## src/rtl/multi_slot_volume_fade_engine_core_defines.svh

```systemverilog
// ----------------------------------------------------------------------------
// Assertion macros for the fade engine core.
// Shared helpers that wrap concurrent assertions on clk and arst_n.
// ----------------------------------------------------------------------------
`ifndef MULTI_SLOT_VOLUME_FADE_ENGINE_CORE_DEFINES_SVH
`define MULTI_SLOT_VOLUME_FADE_ENGINE_CORE_DEFINES_SVH

// A condition that must hold at every clock edge outside reset.
`define MSVFE_ASSERT_ALWAYS(lbl, cond) \
	lbl: assert property (@(posedge clk) disable iff (!arst_n) (cond)) \
		else $error("fade engine check failed");

// A condition that implies another in the same cycle.
`define MSVFE_ASSERT_IMPL(lbl, ante, cons) \
	lbl: assert property (@(posedge clk) disable iff (!arst_n) (ante) |-> (cons)) \
		else $error("fade engine check failed");

`endif

```

## src/rtl/msvfe_pkg.sv

```systemverilog
// ----------------------------------------------------------------------------
// msvfe_pkg
// Types and codes shared by the fade engine cells, divider and core.
// ----------------------------------------------------------------------------
package msvfe_pkg;

	typedef logic [2:0] code_t;

	localparam code_t ACT_START    = 3'd0;
	localparam code_t ACT_TICK     = 3'd1;
	localparam code_t ACT_CANCEL   = 3'd2;
	localparam code_t ACT_FADE_ALL = 3'd3;
	localparam code_t ACT_STOP     = 3'd4;
	localparam code_t ACT_GONE     = 3'd5;

	localparam code_t KIND_VOLUME   = 3'd0;
	localparam code_t KIND_IN_DONE  = 3'd1;
	localparam code_t KIND_OUT_DONE = 3'd2;
	localparam code_t KIND_EMPTY    = 3'd3;
	localparam code_t KIND_ACCEPT   = 3'd4;
	localparam code_t KIND_REJECT   = 3'd5;
	localparam code_t KIND_CANCEL   = 3'd6;
	localparam code_t KIND_STOP     = 3'd7;

	localparam logic [10:0] TickMax  = 11'd2047;
	localparam logic [4:0]  DivSteps = 5'd16;

	typedef struct packed {
		logic        valid;
		logic [7:0]  player;
		logic [7:0]  outp;
		logic        fo;
		logic [10:0] done;
		logic [10:0] total;
	} entry_t;

	typedef struct packed {
		logic clear;
		logic shift;
		logic load;
		logic wr_done;
		logic set_done;
		logic set_fo;
		logic clr_player;
	} cell_ctl_t;

	typedef struct packed {
		code_t       kind;
		logic [7:0]  player;
		logic [7:0]  outp;
		logic        has;
		logic [15:0] volume;
	} result_t;

	typedef struct packed {
		logic busy;
		logic done;
	} div_stat_t;

endpackage

```

## src/rtl/msvfe_cell.sv

```systemverilog
// ----------------------------------------------------------------------------
// msvfe_cell
// One table slot; it loads from its right neighbor when an entry is removed.
// ----------------------------------------------------------------------------
module msvfe_cell import msvfe_pkg::*; (
	input  logic        clk,
	input  logic        arst_n,
	input  cell_ctl_t   ctl,
	input  entry_t      nxt,
	input  entry_t      new_e,
	input  logic [10:0] wdone,
	output entry_t      e
);

	entry_t e_q;

	always_ff @(posedge clk or negedge arst_n) begin
		if (!arst_n) begin
			e_q <= '0;
		end else begin
			priority if (ctl.clear) begin
				e_q <= '0;
			end else if (ctl.shift) begin
				e_q <= nxt;
			end else if (ctl.load) begin
				e_q <= new_e;
			end else begin
				if (ctl.wr_done) begin
					e_q.done <= wdone;
				end else if (ctl.set_done) begin
					e_q.done <= e_q.total;
				end
				if (ctl.set_fo) begin
					e_q.fo <= 1'b1;
				end
				if (ctl.clr_player) begin
					e_q.player <= 8'd0;
				end
			end
		end
	end

	assign e = e_q;

endmodule

```

## src/rtl/msvfe_div.sv

```systemverilog
// ----------------------------------------------------------------------------
// msvfe_div
// Restoring divider, one quotient bit per cycle, sixteen-bit quotient.
// ----------------------------------------------------------------------------
module msvfe_div import msvfe_pkg::*; (
	input  logic        clk,
	input  logic        arst_n,
	input  logic        start,
	input  logic [26:0] num,
	input  logic [10:0] den,
	output div_stat_t   stat,
	output logic [15:0] quo
);

	logic [10:0] rem_q;
	logic [15:0] num_q;
	logic [10:0] den_q;
	logic [4:0]  cnt_q;
	logic        busy_q;
	logic        done_q;
	logic [11:0] trial;
	logic [11:0] diff;
	logic        ge;

	assign trial = {rem_q, num_q[15]};
	assign ge    = trial >= {1'b0, den_q};
	assign diff  = trial - {1'b0, den_q};

	always_ff @(posedge clk or negedge arst_n) begin
		if (!arst_n) begin
			busy_q <= 1'b0;
			done_q <= 1'b0;
			cnt_q  <= '0;
		end else begin
			done_q <= 1'b0;
			if (start) begin
				busy_q <= 1'b1;
				cnt_q  <= DivSteps;
			end else if (busy_q) begin
				cnt_q <= cnt_q - 5'd1;
				if (cnt_q == 5'd1) begin
					busy_q <= 1'b0;
					done_q <= 1'b1;
				end
			end
		end
	end

	always_ff @(posedge clk) begin
		if (start) begin
			rem_q <= num[26:16];
			num_q <= num[15:0];
			den_q <= den;
		end else if (busy_q) begin
			rem_q <= ge ? diff[10:0] : trial[10:0];
			num_q <= {num_q[14:0], ge};
		end
	end

	assign stat.busy = busy_q;
	assign stat.done = done_q;
	assign quo       = num_q;

endmodule

```

## src/rtl/multi_slot_volume_fade_engine_core.sv

```systemverilog
// ----------------------------------------------------------------------------
// multi_slot_volume_fade_engine_core
// Ordered table of volume fades kept in a row of slot cells.
// ----------------------------------------------------------------------------
// The block takes one request at a time and accepts the next one only after the
// last result of the current one has moved into the output register. A start
// is either accepted or refused; all fade out, player gone, a cancel with player
// 0 and the unused codes finish without a table walk; a cancel or a stop walks
// the table entry by entry. A tick walks the table too: it computes a volume for
// each fade that is still running with the shared sixteen-step divider, and it
// retires each fade that has reached its end, with or without a volume first.
// Results pass through a holding register and an output register, and a slow
// consumer stalls the block only while both of them hold results.
module multi_slot_volume_fade_engine_core import msvfe_pkg::*; #(
	parameter int SLOTS        = 8,
	parameter int ACTIVE_LIMIT = 3,
	parameter int TICK_MS      = 33
) (
	input  logic        clk,
	input  logic        arst_n,
	input  logic        in_valid,
	output logic        in_ready,
	input  logic [2:0]  action,
	input  logic [7:0]  player_id,
	input  logic [7:0]  output_id,
	input  logic        fade_out,
	input  logic [15:0] duration_ms,
	input  logic [15:0] master_volume,
	input  logic        muted,
	output logic        out_valid,
	input  logic        out_ready,
	output logic [2:0]  kind,
	output logic [7:0]  result_player,
	output logic [7:0]  result_output,
	output logic        has_player,
	output logic [15:0] volume,
	output logic        last
);

`include "multi_slot_volume_fade_engine_core_defines.svh"

	localparam int IW = $clog2(SLOTS);
	localparam int PW = $clog2(SLOTS + 1);
	localparam int RecShift = 16 + $clog2(TICK_MS);
	localparam logic [17:0] RecMul = 18'((64'd1 << RecShift) / TICK_MS + 1);

	typedef enum logic [10:0] {
		S_IDLE      = 11'b00000000001,
		S_DECODE    = 11'b00000000010,
		S_REJECT    = 11'b00000000100,
		S_START_FIN = 11'b00000001000,
		S_TICK_EVAL = 11'b00000010000,
		S_TICK_DIV  = 11'b00000100000,
		S_TICK_VOL  = 11'b00001000000,
		S_TICK_DONE = 11'b00010000000,
		S_CANCEL    = 11'b00100000000,
		S_STOP      = 11'b01000000000,
		S_FINISH    = 11'b10000000000
	} state_t;

	state_t state_q, state_d;
	logic [PW-1:0] ptr_q, ptr_d;

	code_t       act_q;
	logic [7:0]  pid_q;
	logic [7:0]  oid_q;
	logic        dir_q;
	logic [15:0] dur_q;
	logic [15:0] master_q;

	entry_t    cells [SLOTS];
	cell_ctl_t ctl   [SLOTS];
	entry_t    new_e;
	entry_t    cur;
	logic [SLOTS-1:0] v;
	logic [SLOTS-1:0] pmatch;
	logic [PW-1:0] cnt;
	logic [PW-1:0] newcnt;
	logic          ptr_end;
	logic          reject;
	logic [10:0]   done1;
	logic [10:0]   frac;
	logic [26:0]   prod;
	logic [33:0]   rec_prod;
	logic [15:0]   tick_q;

	logic        div_start;
	logic [26:0] div_num;
	logic [10:0] div_den;
	div_stat_t   div_stat;
	logic [15:0] quo;

	logic    emit_v, emit_ok, out_free;
	result_t emit_r, pend_q, out_q;
	logic    pend_v_q, out_valid_q, last_q;

	for (genvar g = 0; g < SLOTS; g++) begin : g_cell
		entry_t nxt;
		if (g < SLOTS - 1) begin : g_mid
			assign nxt = cells[g+1];
		end else begin : g_tail
			assign nxt = '0;
		end
		assign v[g]      = cells[g].valid;
		assign pmatch[g] = cells[g].valid && (cells[g].player == pid_q);
		msvfe_cell u_cell (
			.clk   (clk),
			.arst_n(arst_n),
			.ctl   (ctl[g]),
			.nxt   (nxt),
			.new_e (new_e),
			.wdone (done1),
			.e     (cells[g])
		);
	end

	assign cnt     = PW'($countones(v));
	assign newcnt  = cnt + PW'(1);
	assign ptr_end = (ptr_q == PW'(SLOTS));
	assign cur     = ptr_end ? entry_t'('0) : cells[ptr_q[IW-1:0]];
	assign reject  = (pid_q == 8'd0) || (oid_q == 8'd0) || (|pmatch) || v[SLOTS-1];
	assign done1   = cur.done + 11'd1;
	assign frac    = cur.fo ? (cur.total - done1) : done1;
	assign prod    = {11'd0, master_q} * {16'd0, frac};

	assign rec_prod = {18'd0, dur_q} * {16'd0, RecMul};
	assign tick_q   = 16'(rec_prod >> RecShift);

	assign div_num = prod;
	assign div_den = cur.total;

	always_comb begin
		new_e        = '0;
		new_e.valid  = 1'b1;
		new_e.player = pid_q;
		new_e.outp   = oid_q;
		new_e.fo     = dir_q;
		new_e.total  = (|tick_q[15:11]) ? TickMax : tick_q[10:0];
	end

	msvfe_div u_div (
		.clk   (clk),
		.arst_n(arst_n),
		.start (div_start),
		.num   (div_num),
		.den   (div_den),
		.stat  (div_stat),
		.quo   (quo)
	);

	assign out_free = !out_valid_q || out_ready;
	assign emit_ok  = !pend_v_q || out_free;
	assign in_ready = (state_q == S_IDLE);

	always_comb begin
		state_d   = state_q;
		ptr_d     = ptr_q;
		emit_v    = 1'b0;
		emit_r    = '0;
		div_start = 1'b0;
		for (int i = 0; i < SLOTS; i++) begin
			ctl[i] = '0;
		end
		unique case (state_q)
			S_IDLE: begin
				ptr_d = '0;
				if (in_valid) begin
					state_d = S_DECODE;
				end
			end
			S_DECODE: begin
				unique case (act_q)
					ACT_START:  state_d = reject ? S_REJECT : S_START_FIN;
					ACT_TICK:   state_d = S_TICK_EVAL;
					ACT_CANCEL: state_d = (pid_q == 8'd0) ? S_FINISH : S_CANCEL;
					ACT_FADE_ALL: begin
						for (int i = 0; i < SLOTS; i++) begin
							ctl[i].set_fo = v[i];
						end
						state_d = S_FINISH;
					end
					ACT_STOP: state_d = S_STOP;
					ACT_GONE: begin
						if (pid_q != 8'd0) begin
							for (int i = 0; i < SLOTS; i++) begin
								ctl[i].clr_player = pmatch[i];
							end
						end
						state_d = S_FINISH;
					end
					default: state_d = S_FINISH;
				endcase
			end
			S_REJECT: begin
				emit_v        = 1'b1;
				emit_r.kind   = KIND_REJECT;
				emit_r.player = pid_q;
				emit_r.outp   = oid_q;
				if (emit_ok) begin
					state_d = S_FINISH;
				end
			end
			S_START_FIN: begin
				emit_v        = 1'b1;
				emit_r.kind   = KIND_ACCEPT;
				emit_r.player = pid_q;
				emit_r.outp   = oid_q;
				emit_r.has    = 1'b1;
				if (emit_ok) begin
					for (int i = 0; i < SLOTS; i++) begin
						ctl[i].load     = (PW'(i) == cnt);
						ctl[i].set_done = (i + ACTIVE_LIMIT) < int'(newcnt);
					end
					state_d = S_FINISH;
				end
			end
			S_TICK_EVAL: begin
				if (ptr_end || !cur.valid) begin
					if (!v[0]) begin
						emit_v      = 1'b1;
						emit_r.kind = KIND_EMPTY;
						if (emit_ok) begin
							state_d = S_FINISH;
						end
					end else begin
						state_d = S_FINISH;
					end
				end else if (cur.done < cur.total) begin
					for (int i = 0; i < SLOTS; i++) begin
						ctl[i].wr_done = (PW'(i) == ptr_q);
					end
					div_start = 1'b1;
					state_d   = S_TICK_DIV;
				end else begin
					state_d = S_TICK_DONE;
				end
			end
			S_TICK_DIV: begin
				if (div_stat.done) begin
					state_d = S_TICK_VOL;
				end
			end
			S_TICK_VOL: begin
				emit_v        = 1'b1;
				emit_r.kind   = KIND_VOLUME;
				emit_r.player = cur.player;
				emit_r.outp   = cur.outp;
				emit_r.has    = (cur.player != 8'd0);
				emit_r.volume = quo;
				if (emit_ok) begin
					if (cur.done >= cur.total) begin
						state_d = S_TICK_DONE;
					end else begin
						ptr_d   = ptr_q + PW'(1);
						state_d = S_TICK_EVAL;
					end
				end
			end
			S_TICK_DONE: begin
				emit_v        = 1'b1;
				emit_r.kind   = cur.fo ? KIND_OUT_DONE : KIND_IN_DONE;
				emit_r.player = cur.player;
				emit_r.outp   = cur.outp;
				emit_r.has    = (cur.player != 8'd0);
				if (emit_ok) begin
					for (int i = 0; i < SLOTS; i++) begin
						ctl[i].shift = (i >= int'(ptr_q));
					end
					state_d = S_TICK_EVAL;
				end
			end
			S_CANCEL: begin
				if (ptr_end || !cur.valid) begin
					state_d = S_FINISH;
				end else if ((cur.player == pid_q) && (cur.fo == dir_q)) begin
					emit_v        = 1'b1;
					emit_r.kind   = KIND_CANCEL;
					emit_r.player = pid_q;
					emit_r.outp   = cur.outp;
					emit_r.has    = 1'b1;
					if (emit_ok) begin
						for (int i = 0; i < SLOTS; i++) begin
							ctl[i].shift = (i >= int'(ptr_q));
						end
					end
				end else begin
					ptr_d = ptr_q + PW'(1);
				end
			end
			S_STOP: begin
				if (ptr_end || !cur.valid) begin
					for (int i = 0; i < SLOTS; i++) begin
						ctl[i].clear = 1'b1;
					end
					state_d = S_FINISH;
				end else begin
					emit_v        = 1'b1;
					emit_r.kind   = KIND_STOP;
					emit_r.player = cur.player;
					emit_r.outp   = cur.outp;
					emit_r.has    = (cur.player != 8'd0);
					if (emit_ok) begin
						ptr_d = ptr_q + PW'(1);
					end
				end
			end
			S_FINISH: begin
				if (!pend_v_q || out_free) begin
					state_d = S_IDLE;
				end
			end
			default: state_d = S_IDLE;
		endcase
	end

	always_ff @(posedge clk or negedge arst_n) begin
		if (!arst_n) begin
			state_q <= S_IDLE;
			ptr_q   <= '0;
		end else begin
			state_q <= state_d;
			ptr_q   <= ptr_d;
		end
	end

	always_ff @(posedge clk) begin
		if (in_valid && in_ready) begin
			act_q    <= action;
			pid_q    <= player_id;
			oid_q    <= output_id;
			dir_q    <= fade_out;
			dur_q    <= duration_ms;
			master_q <= muted ? 16'd0 : master_volume;
		end
	end

	always_ff @(posedge clk or negedge arst_n) begin
		if (!arst_n) begin
			pend_v_q    <= 1'b0;
			out_valid_q <= 1'b0;
		end else begin
			if (out_valid_q && out_ready) begin
				out_valid_q <= 1'b0;
			end
			if (emit_v && emit_ok) begin
				if (pend_v_q) begin
					out_valid_q <= 1'b1;
				end
				pend_v_q <= 1'b1;
			end
			if ((state_q == S_FINISH) && pend_v_q && out_free) begin
				out_valid_q <= 1'b1;
				pend_v_q    <= 1'b0;
			end
		end
	end

	always_ff @(posedge clk) begin
		if (emit_v && emit_ok) begin
			if (pend_v_q) begin
				out_q  <= pend_q;
				last_q <= 1'b0;
			end
			pend_q <= emit_r;
		end
		if ((state_q == S_FINISH) && pend_v_q && out_free) begin
			out_q  <= pend_q;
			last_q <= 1'b1;
		end
	end

	assign out_valid     = out_valid_q;
	assign kind          = out_q.kind;
	assign result_player = out_q.player;
	assign result_output = out_q.outp;
	assign has_player    = out_q.has;
	assign volume        = out_q.volume;
	assign last          = last_q;

	`MSVFE_ASSERT_ALWAYS(a_table_compact, ((v & (v + SLOTS'(1))) == '0))
	`MSVFE_ASSERT_IMPL(a_ready_no_pending, in_ready, !pend_v_q)
	`MSVFE_ASSERT_IMPL(a_div_start_idle, div_start, !div_stat.busy)
	`MSVFE_ASSERT_IMPL(a_div_done_waited, div_stat.done, (state_q == S_TICK_DIV))

endmodule
```

## config.mk

```make
export PLATFORM = sky130hd
export DESIGN_NAME = multi_slot_volume_fade_engine_core
export DESIGN_NICKNAME = d
export VERILOG_FILES = /design/src/rtl/msvfe_pkg.sv /design/src/rtl/msvfe_cell.sv /design/src/rtl/msvfe_div.sv /design/src/rtl/multi_slot_volume_fade_engine_core.sv
export VERILOG_INCLUDE_DIRS = /design/src /design/src/rtl
export SDC_FILE = /design/constraint.sdc
export NUM_CORES = 2
export LEC_CHECK = 0
export BUFFER_PORTS_ARGS = -buffer_cell sky130_fd_sc_hd__buf_2
export CORE_UTILIZATION = 50
export DETAILED_ROUTE_END_ITERATION = 8
export PLACE_DENSITY = 0.66
export SYNTH_ARGS = -nofsm -noshare
export SYNTH_HDL_FRONTEND = slang
export SYNTH_SLANG_ARGS = --single-unit
```

## constraint.sdc

```tcl
create_clock -name clk -period 12.62 [get_ports clk]
set_clock_uncertainty 0.1 [all_clocks]
set_input_delay 3.786 -clock clk [delete_from_list [all_inputs] [get_ports clk]]
set_output_delay 3.786 -clock clk [all_outputs]
set_load 0.05 [all_outputs]
```

Word-level counts from Yosys, hierarchy flattened --
Index checks and enable logic that the tools add are counted.
Word-level totals: register bits after elaboration 507, bits of input ports 57, output and inout port bits 39, logic and storage cells 516
Cells by class: $add $sub $neg 13, multiply operators 2, order comparisons 20, eq/ne operators 53, multiplexer cells 277, bitwise gates (word level) 1, reduce and logical (&&, ||, !) cells 75
Operators by type and width (number):
- 40-bit two-way mux | 19
- 11-bit two-way mux | 38
- 8-bit two-way mux | 26
- 1-bit two-way mux | 142
- 40-bit binary-select mux with 3-bit select | 1
- 36-bit two-way mux | 3
- 11-bit one-hot mux with 9 select lines | 1
- 12-bit two-way mux | 8
- 8-bit == test | 9
- 4-bit nonzero test | 17
- 16-bit one-hot mux with 4 select lines | 1
- 20-bit two-way mux | 3
- 11-bit one-hot mux with 4 select lines | 1
- 5-bit nonzero test | 8
- 16-bit by 17-bit multiplier with 33-bit output (second input constant) | 1
- 3-bit by 4-bit == test with 1-bit output (first input constant) | 8
- 16-bit two-way mux | 2
- 4-bit two-way mux | 7
- 16-bit by 11-bit multiplier with 27-bit output | 1
- 3-bit nonzero test | 8
- 2-bit two-way mux | 11
- 11-bit subtractor | 2
- 2-bit inequality test (second input constant) | 9
- 3-bit one-hot mux with 6 select lines | 1
- other kinds (55) | 114

Longest topological paths before layout --
word-level depth 13, gate-level depth with buffers 47, gate-level depth less buffers 38

By module --
From an unflattened synthesis, not the netlist that was laid out.
Unflattened totals: cell total of the unflattened synthesis 3635, area total of the unflattened synthesis 40371.2 um^2
Modules (own cells, without submodules):
- multi_slot_volume_fade_engine_core | times used 1, cells an instance 1981, area an instance 20408.3 um^2, sequential area each 4170.2 um^2
- msvfe_cell | times used 8, cells an instance 180, area an instance 2169.6 um^2, sequential area each 1001.0 um^2
- msvfe_div | times used 1, cells an instance 214, area an instance 2606.2 um^2, sequential area each 1316.3 um^2

Least setup slack after synthesis --
OpenSTA, ideal clock, no wires.
path kind flip-flop to flip-flop, start point reg ptr_q[1], end point reg u_div.rem_q[10], data pin, setup time 0.254 ns, data arrival time 10.013 ns, data required time 12.266 ns, path slack 2.253 ns, cell stages (with the launch flop) 46, path buffers 9, clock period less this slack 10.367 ns, cell sequence dfrtp_1 > buf_4 > buf_6 > buf_4 > buf_4 > buf_2 > buf_1 > inv_1 > ha_1 > buf_2 > and2_1 > nand2_1 > clkbuf_1 > nand3_1 > clkinv_1 > ha_1 > xor2_1 > ha_1 > [10 not listed] > fa_1 > inv_1 > fa_1 > fa_1 > fa_1 > inv_1 > fa_1 > inv_1 > ha_1 > and3_1 > and4_1 > a41oi_1 > o211a_1 > nor3_1 > o41ai_1 > o21ai_0 > xnor2_1 > a21o_1
Between the ends: longest elaborated chain between the ends 10, elaborated cells between the ends (all ways) 17, classes of those cells add/sub: 2; mul: 1; order compare: 1; eq/ne: 1; mux: 9; bitwise: 1; reduce/logical: 2
Ends and longest elaborated chain:
- start: declaration | line multi_slot_volume_fade_engine_core.sv:62 | logic [PW-1:0] ptr_q, ptr_d;
- start signal: assignment | line multi_slot_volume_fade_engine_core.sv:322 | ptr_q <= ptr_d;
- 3-bit NOT with 4-bit output (implied by the code) | line multi_slot_volume_fade_engine_core.sv:120 | assign cur = ptr_end ? entry_t'('0) : cells[ptr_q[IW-1:0]];
- 40-bit binary-select mux with 3-bit select | line multi_slot_volume_fade_engine_core.sv:120
- 40-bit two-way mux (implied by the code) (2 in series) | line multi_slot_volume_fade_engine_core.sv:120
- 40-bit two-way mux | line multi_slot_volume_fade_engine_core.sv:120
- 11-bit by 1-bit adder with 11-bit output, or another cell as far along | line multi_slot_volume_fade_engine_core.sv:122 | assign done1 = cur.done + 11'd1;
- 11-bit subtractor, or another cell as far along | line multi_slot_volume_fade_engine_core.sv:123 | assign frac = cur.fo ? (cur.total - done1) : done1;
- 11-bit two-way mux or 1-bit two-way mux (tied branches) | line multi_slot_volume_fade_engine_core.sv:123, multi_slot_volume_fade_engine_core.sv:218
- 16-bit by 11-bit multiplier with 27-bit output or 1-bit two-way mux (tied branches) | line multi_slot_volume_fade_engine_core.sv:124, multi_slot_volume_fade_engine_core.sv:164
- 11-bit two-way mux (*) | line msvfe_div.sv:50 | if (start) begin
- end signal: assignment | line msvfe_div.sv:51 | rem_q <= num[26:16];
- end signal: assignment | line msvfe_div.sv:55 | rem_q <= ge ? diff[10:0] : trial[10:0];
- end: declaration | line msvfe_div.sv:15 | logic [10:0] rem_q;
Mark *: on every way between the ends. The rest lies on a longest branch, timed or not. The select of a mux whose other input is x is not followed. A chain may end at the register's enable or synchronous reset.

Worst setup path in the final report --
start point reg ptr_q[0], end point reg u_div.rem_q[10], data pin
Same word-level chain as after synthesis.

==> impl_metrics.tcl <==
set metrics [dict create \
    synth-edff-count 162 \
    ys_warn_count 0 \
    yosysTopAreaCell "dfrtp_1" \
    cts_made_buffers 58 \
    crit_top_cell "fa_1" \
    endpoint "u_div.rem_q[10]$_DFFE_PP_" \
    worstPathRequired_ns 12.90 \
    fin_nets 4426 \
    routabilityCongestion 1.05 \
    async_flop_share 0.679 \
    worst_pin_slew_ns 1.29 \
    cpPeakStageDelay_ns 1.05 \
    synth_fa_ha_area_frac 0.190 \
    wirelength_mm 128 \
    slew_headroom 0.141 \
    place_ws_ns 1.81 \
    antenna_found_initial 1 \
    final_cell_area_sq_mm 0.0418 \
    slew_viol_final 0 \
    finalSetupViolCount 0 \
    io_pins 96 \
    placed_area_sq_mm 0.0398 \
    endpoint_kind "register" \
    die_area_sq_mm 0.0779 \
    fillers 6768 \
    insertion_delay_ns 0.66 \
    synthCells 3928 \
    cts_resized 0 \
    layout_commonest_cell "nand2_1" \
    synthSimpleGateAreaFrac 0.156 \
    initial_core_util 0.505 \
    htree_num_levels 2 \
    rsz0062_at_grt "false" \
    die_w_microns 279 \
    final_cell_mix "nand2_1 (395), nor2_1 (375), inv_1 (364)" \
    path_clk_slew_ns 0.07 \
    rr_worst_depth 35 \
    cts_hold_buf 0 \
    wire_per_inst_microns 25.6 \
    cts_setup_buffers 0 \
    dr.pass1.iters 6 \
    finalCriticalPeriod_ns 10.98 \
    hold_viol 0 \
    cp-startpoint "ptr_q[0]$_DFFE_PN0P_" \
    start_kind "register" \
    grt_pass1_vias 31300 \
    hold_slack_ns 0.302 \
    crit_arrival_ns 11.26 \
    ant_nets 0 \
    fin_tns_setup_ns 0 \
    coreArea_sq_mm 0.0759 \
    syn_area_sq_mm 0.0384 \
    ys_top_cells_by_area "dfrtp_1 (22%), edfxtp_1 (13%), fa_1 (11%)" \
    clock_path_buffers 3 \
    synth_compound_area_frac 0.152 \
    reg2reg_slack_ns 1.64 \
    min_period_over_period 0.870 \
    regToRegStartpoint "ptr_q[0]$_DFFE_PN0P_" \
    cts-root-buf "clkbuf_16" \
    vias 31500 \
    synth_xor_area_frac 0.0294 \
    io_buffers 95 \
    seq_area_frac_synth 0.352 \
    grt_pass1_wl_mm 194 \
    post_synth_mux_area_share 0.0594 \
    drc 0 \
    grt-ovfl-total 0 \
    cts_tree "yes" \
    ys_ff_latch 507 \
    layout-drive-gt1-share 0.103 \
    synth_top_family_by_area "adder cells" \
    syn-num-nets 4439 \
    path_class "reg -> reg" \
    ys_dominant_reg_cell "dfrtp_1" \
    drt_iter0_markers 3450 \
    grt_max_degree 90 \
    hold_class "reg -> reg" \
    areaGrowthSynthToFinish_pct 8.81 \
    fp-row-count 101 \
    ys_types 100 \
    r2r-end "u_div.rem_q[10]$_DFFE_PP_" \
    fmax_mhz 91.1 \
    synth_top_cell_area_share 0.224 \
    drt-vias-per-instance 6.31 \
    avgSynthCellArea_sq_um 9.77 \
    numClockSinks 507 \
    dp_hpwl_mm 92.0 \
    maxCapViolCount 0 \
    finalWorstSetupSlack_ns 1.64 \
    crit_path_max_fanout 50 \
    status "completed" \
    grt_use_total 0.330 \
    cp_slowest_cell "dfrtp_4" \
    fp.dieH_microns 279 \
]
-- synth_stat cells, drive strengths merged, types with 104 or more instances --
cell,instances
and2,104
a21oi,156
ha,241
dfrtp,343
edfxtp,162
clkbuf,150
inv,367
o21ai,154
nand2,396
a221oi,112
fa,213
nor2,383
-- final cells by class --
class | instances | area [sq um] | share of cell area
antenna | 2 | 5.00 | 0.000120
clock buffer | 76 | 1640 | 0.0393
clock inverter | 33 | 334 | 0.00800
inverter | 368 | 1380 | 0.0331
multi-input combinational | 2823 | 22700 | 0.543
sequential | 507 | 13500 | 0.323
tap | 1030 | 1290 | 0.0309
timing repair buffer | 157 | 951 | 0.0228
-- how the worst min path moves through the flow --
| stage | start | to | slack [ns] | cells past startpoint |
|---|---|---|---|---|
| 2_1_floorplan | pend_q[16]$_DFFE_PP_ | has_player$_DFFE_PP_ | 0.30 | 0 |
| 3_3_place_gp | pend_q[12]$_SDFFCE_PN0P_ | volume[12]$_DFFE_PP_ | 0.30 | 0 |
| 3_5_place_dp | pend_q[11]$_SDFFCE_PN0P_ | volume[11]$_DFFE_PP_ | 0.30 | 0 |
| 4_1_cts | pend_q[8]$_SDFFCE_PN0P_ | volume[8]$_DFFE_PP_ | 0.31 | 0 |
| 5_1_grt | pend_q[19]$_DFFE_PP_ | result_output[2]$_DFFE_PP_ | 0.32 | 0 |
| 6_report | pend_q[8]$_SDFFCE_PN0P_ | volume[8]$_DFFE_PP_ | 0.30 | 0 |
-- stage by stage --
stage                     std cells  utilization
after floorplan                3928            -
after global placement         4885        0.524
after detailed placement       4885        0.524
after CTS                      4994        0.550
after global routing           4994        0.550
final                          4996        0.550
-- worst max-delay path: cells and delay by family, from the launching register on --
family | cells | cell delay [ns]
AND/OR/NAND/NOR | 9 | 1.77
XOR/XNOR | 3 | 1.12
flip-flops | 1 | 1.05
adder cells (fa/ha/maj) | 8 | 3.60
AO/OA/AOI/OAI | 10 | 2.35
buffers and inverters | 5 | 0.67
-- per-layer routing --
metal / routed length (microns) / global-route usage / vias to the layer above
li1: - / - / 13800
met1: 49800 / 0.431 / 15600
met2: 58800 / 0.525 / 1753
met3: 12700 / 0.0684 / 351
met4: 6550 / 0.153 / 0
met5: 0 / 0 / -
-- cell families (layout without fill, tap and decap cells) --
logic type / Yosys count / in the layout
and+or+nand+nor: 1268 / 1268
DFF: 507 / 507
AOI/OAI and AO/OA: 820 / 820
adders and majority gates: 454 / 454
other: 0 / 2
buffers and inverters: 598 / 634
muxes: 156 / 156
xor gates and xnor gates: 125 / 125
-- registers in the layout, summed over array words and instances (netlist names), 3 cells and up --
| register | count |
|---|---|
| pend_q | 36 |
| master_q | 16 |
| volume | 16 |
| oid_q | 8 |
| u_div.cnt_q | 5 |
| kind | 3 |
| dur_q | 16 |
| u_div.rem_q | 11 |
| pid_q | 8 |
| result_player | 8 |
| u_div.quo | 16 |
| g_cell.u_cell.e | 320 |
| result_output | 8 |
| u_div.den_q | 11 |
| ptr_q | 4 |
| act_q | 3 |
| state_q | 11 |
Power is not shown: default switching activity piles up to over one toggle a cycle in this logic, so the estimate is an artifact.
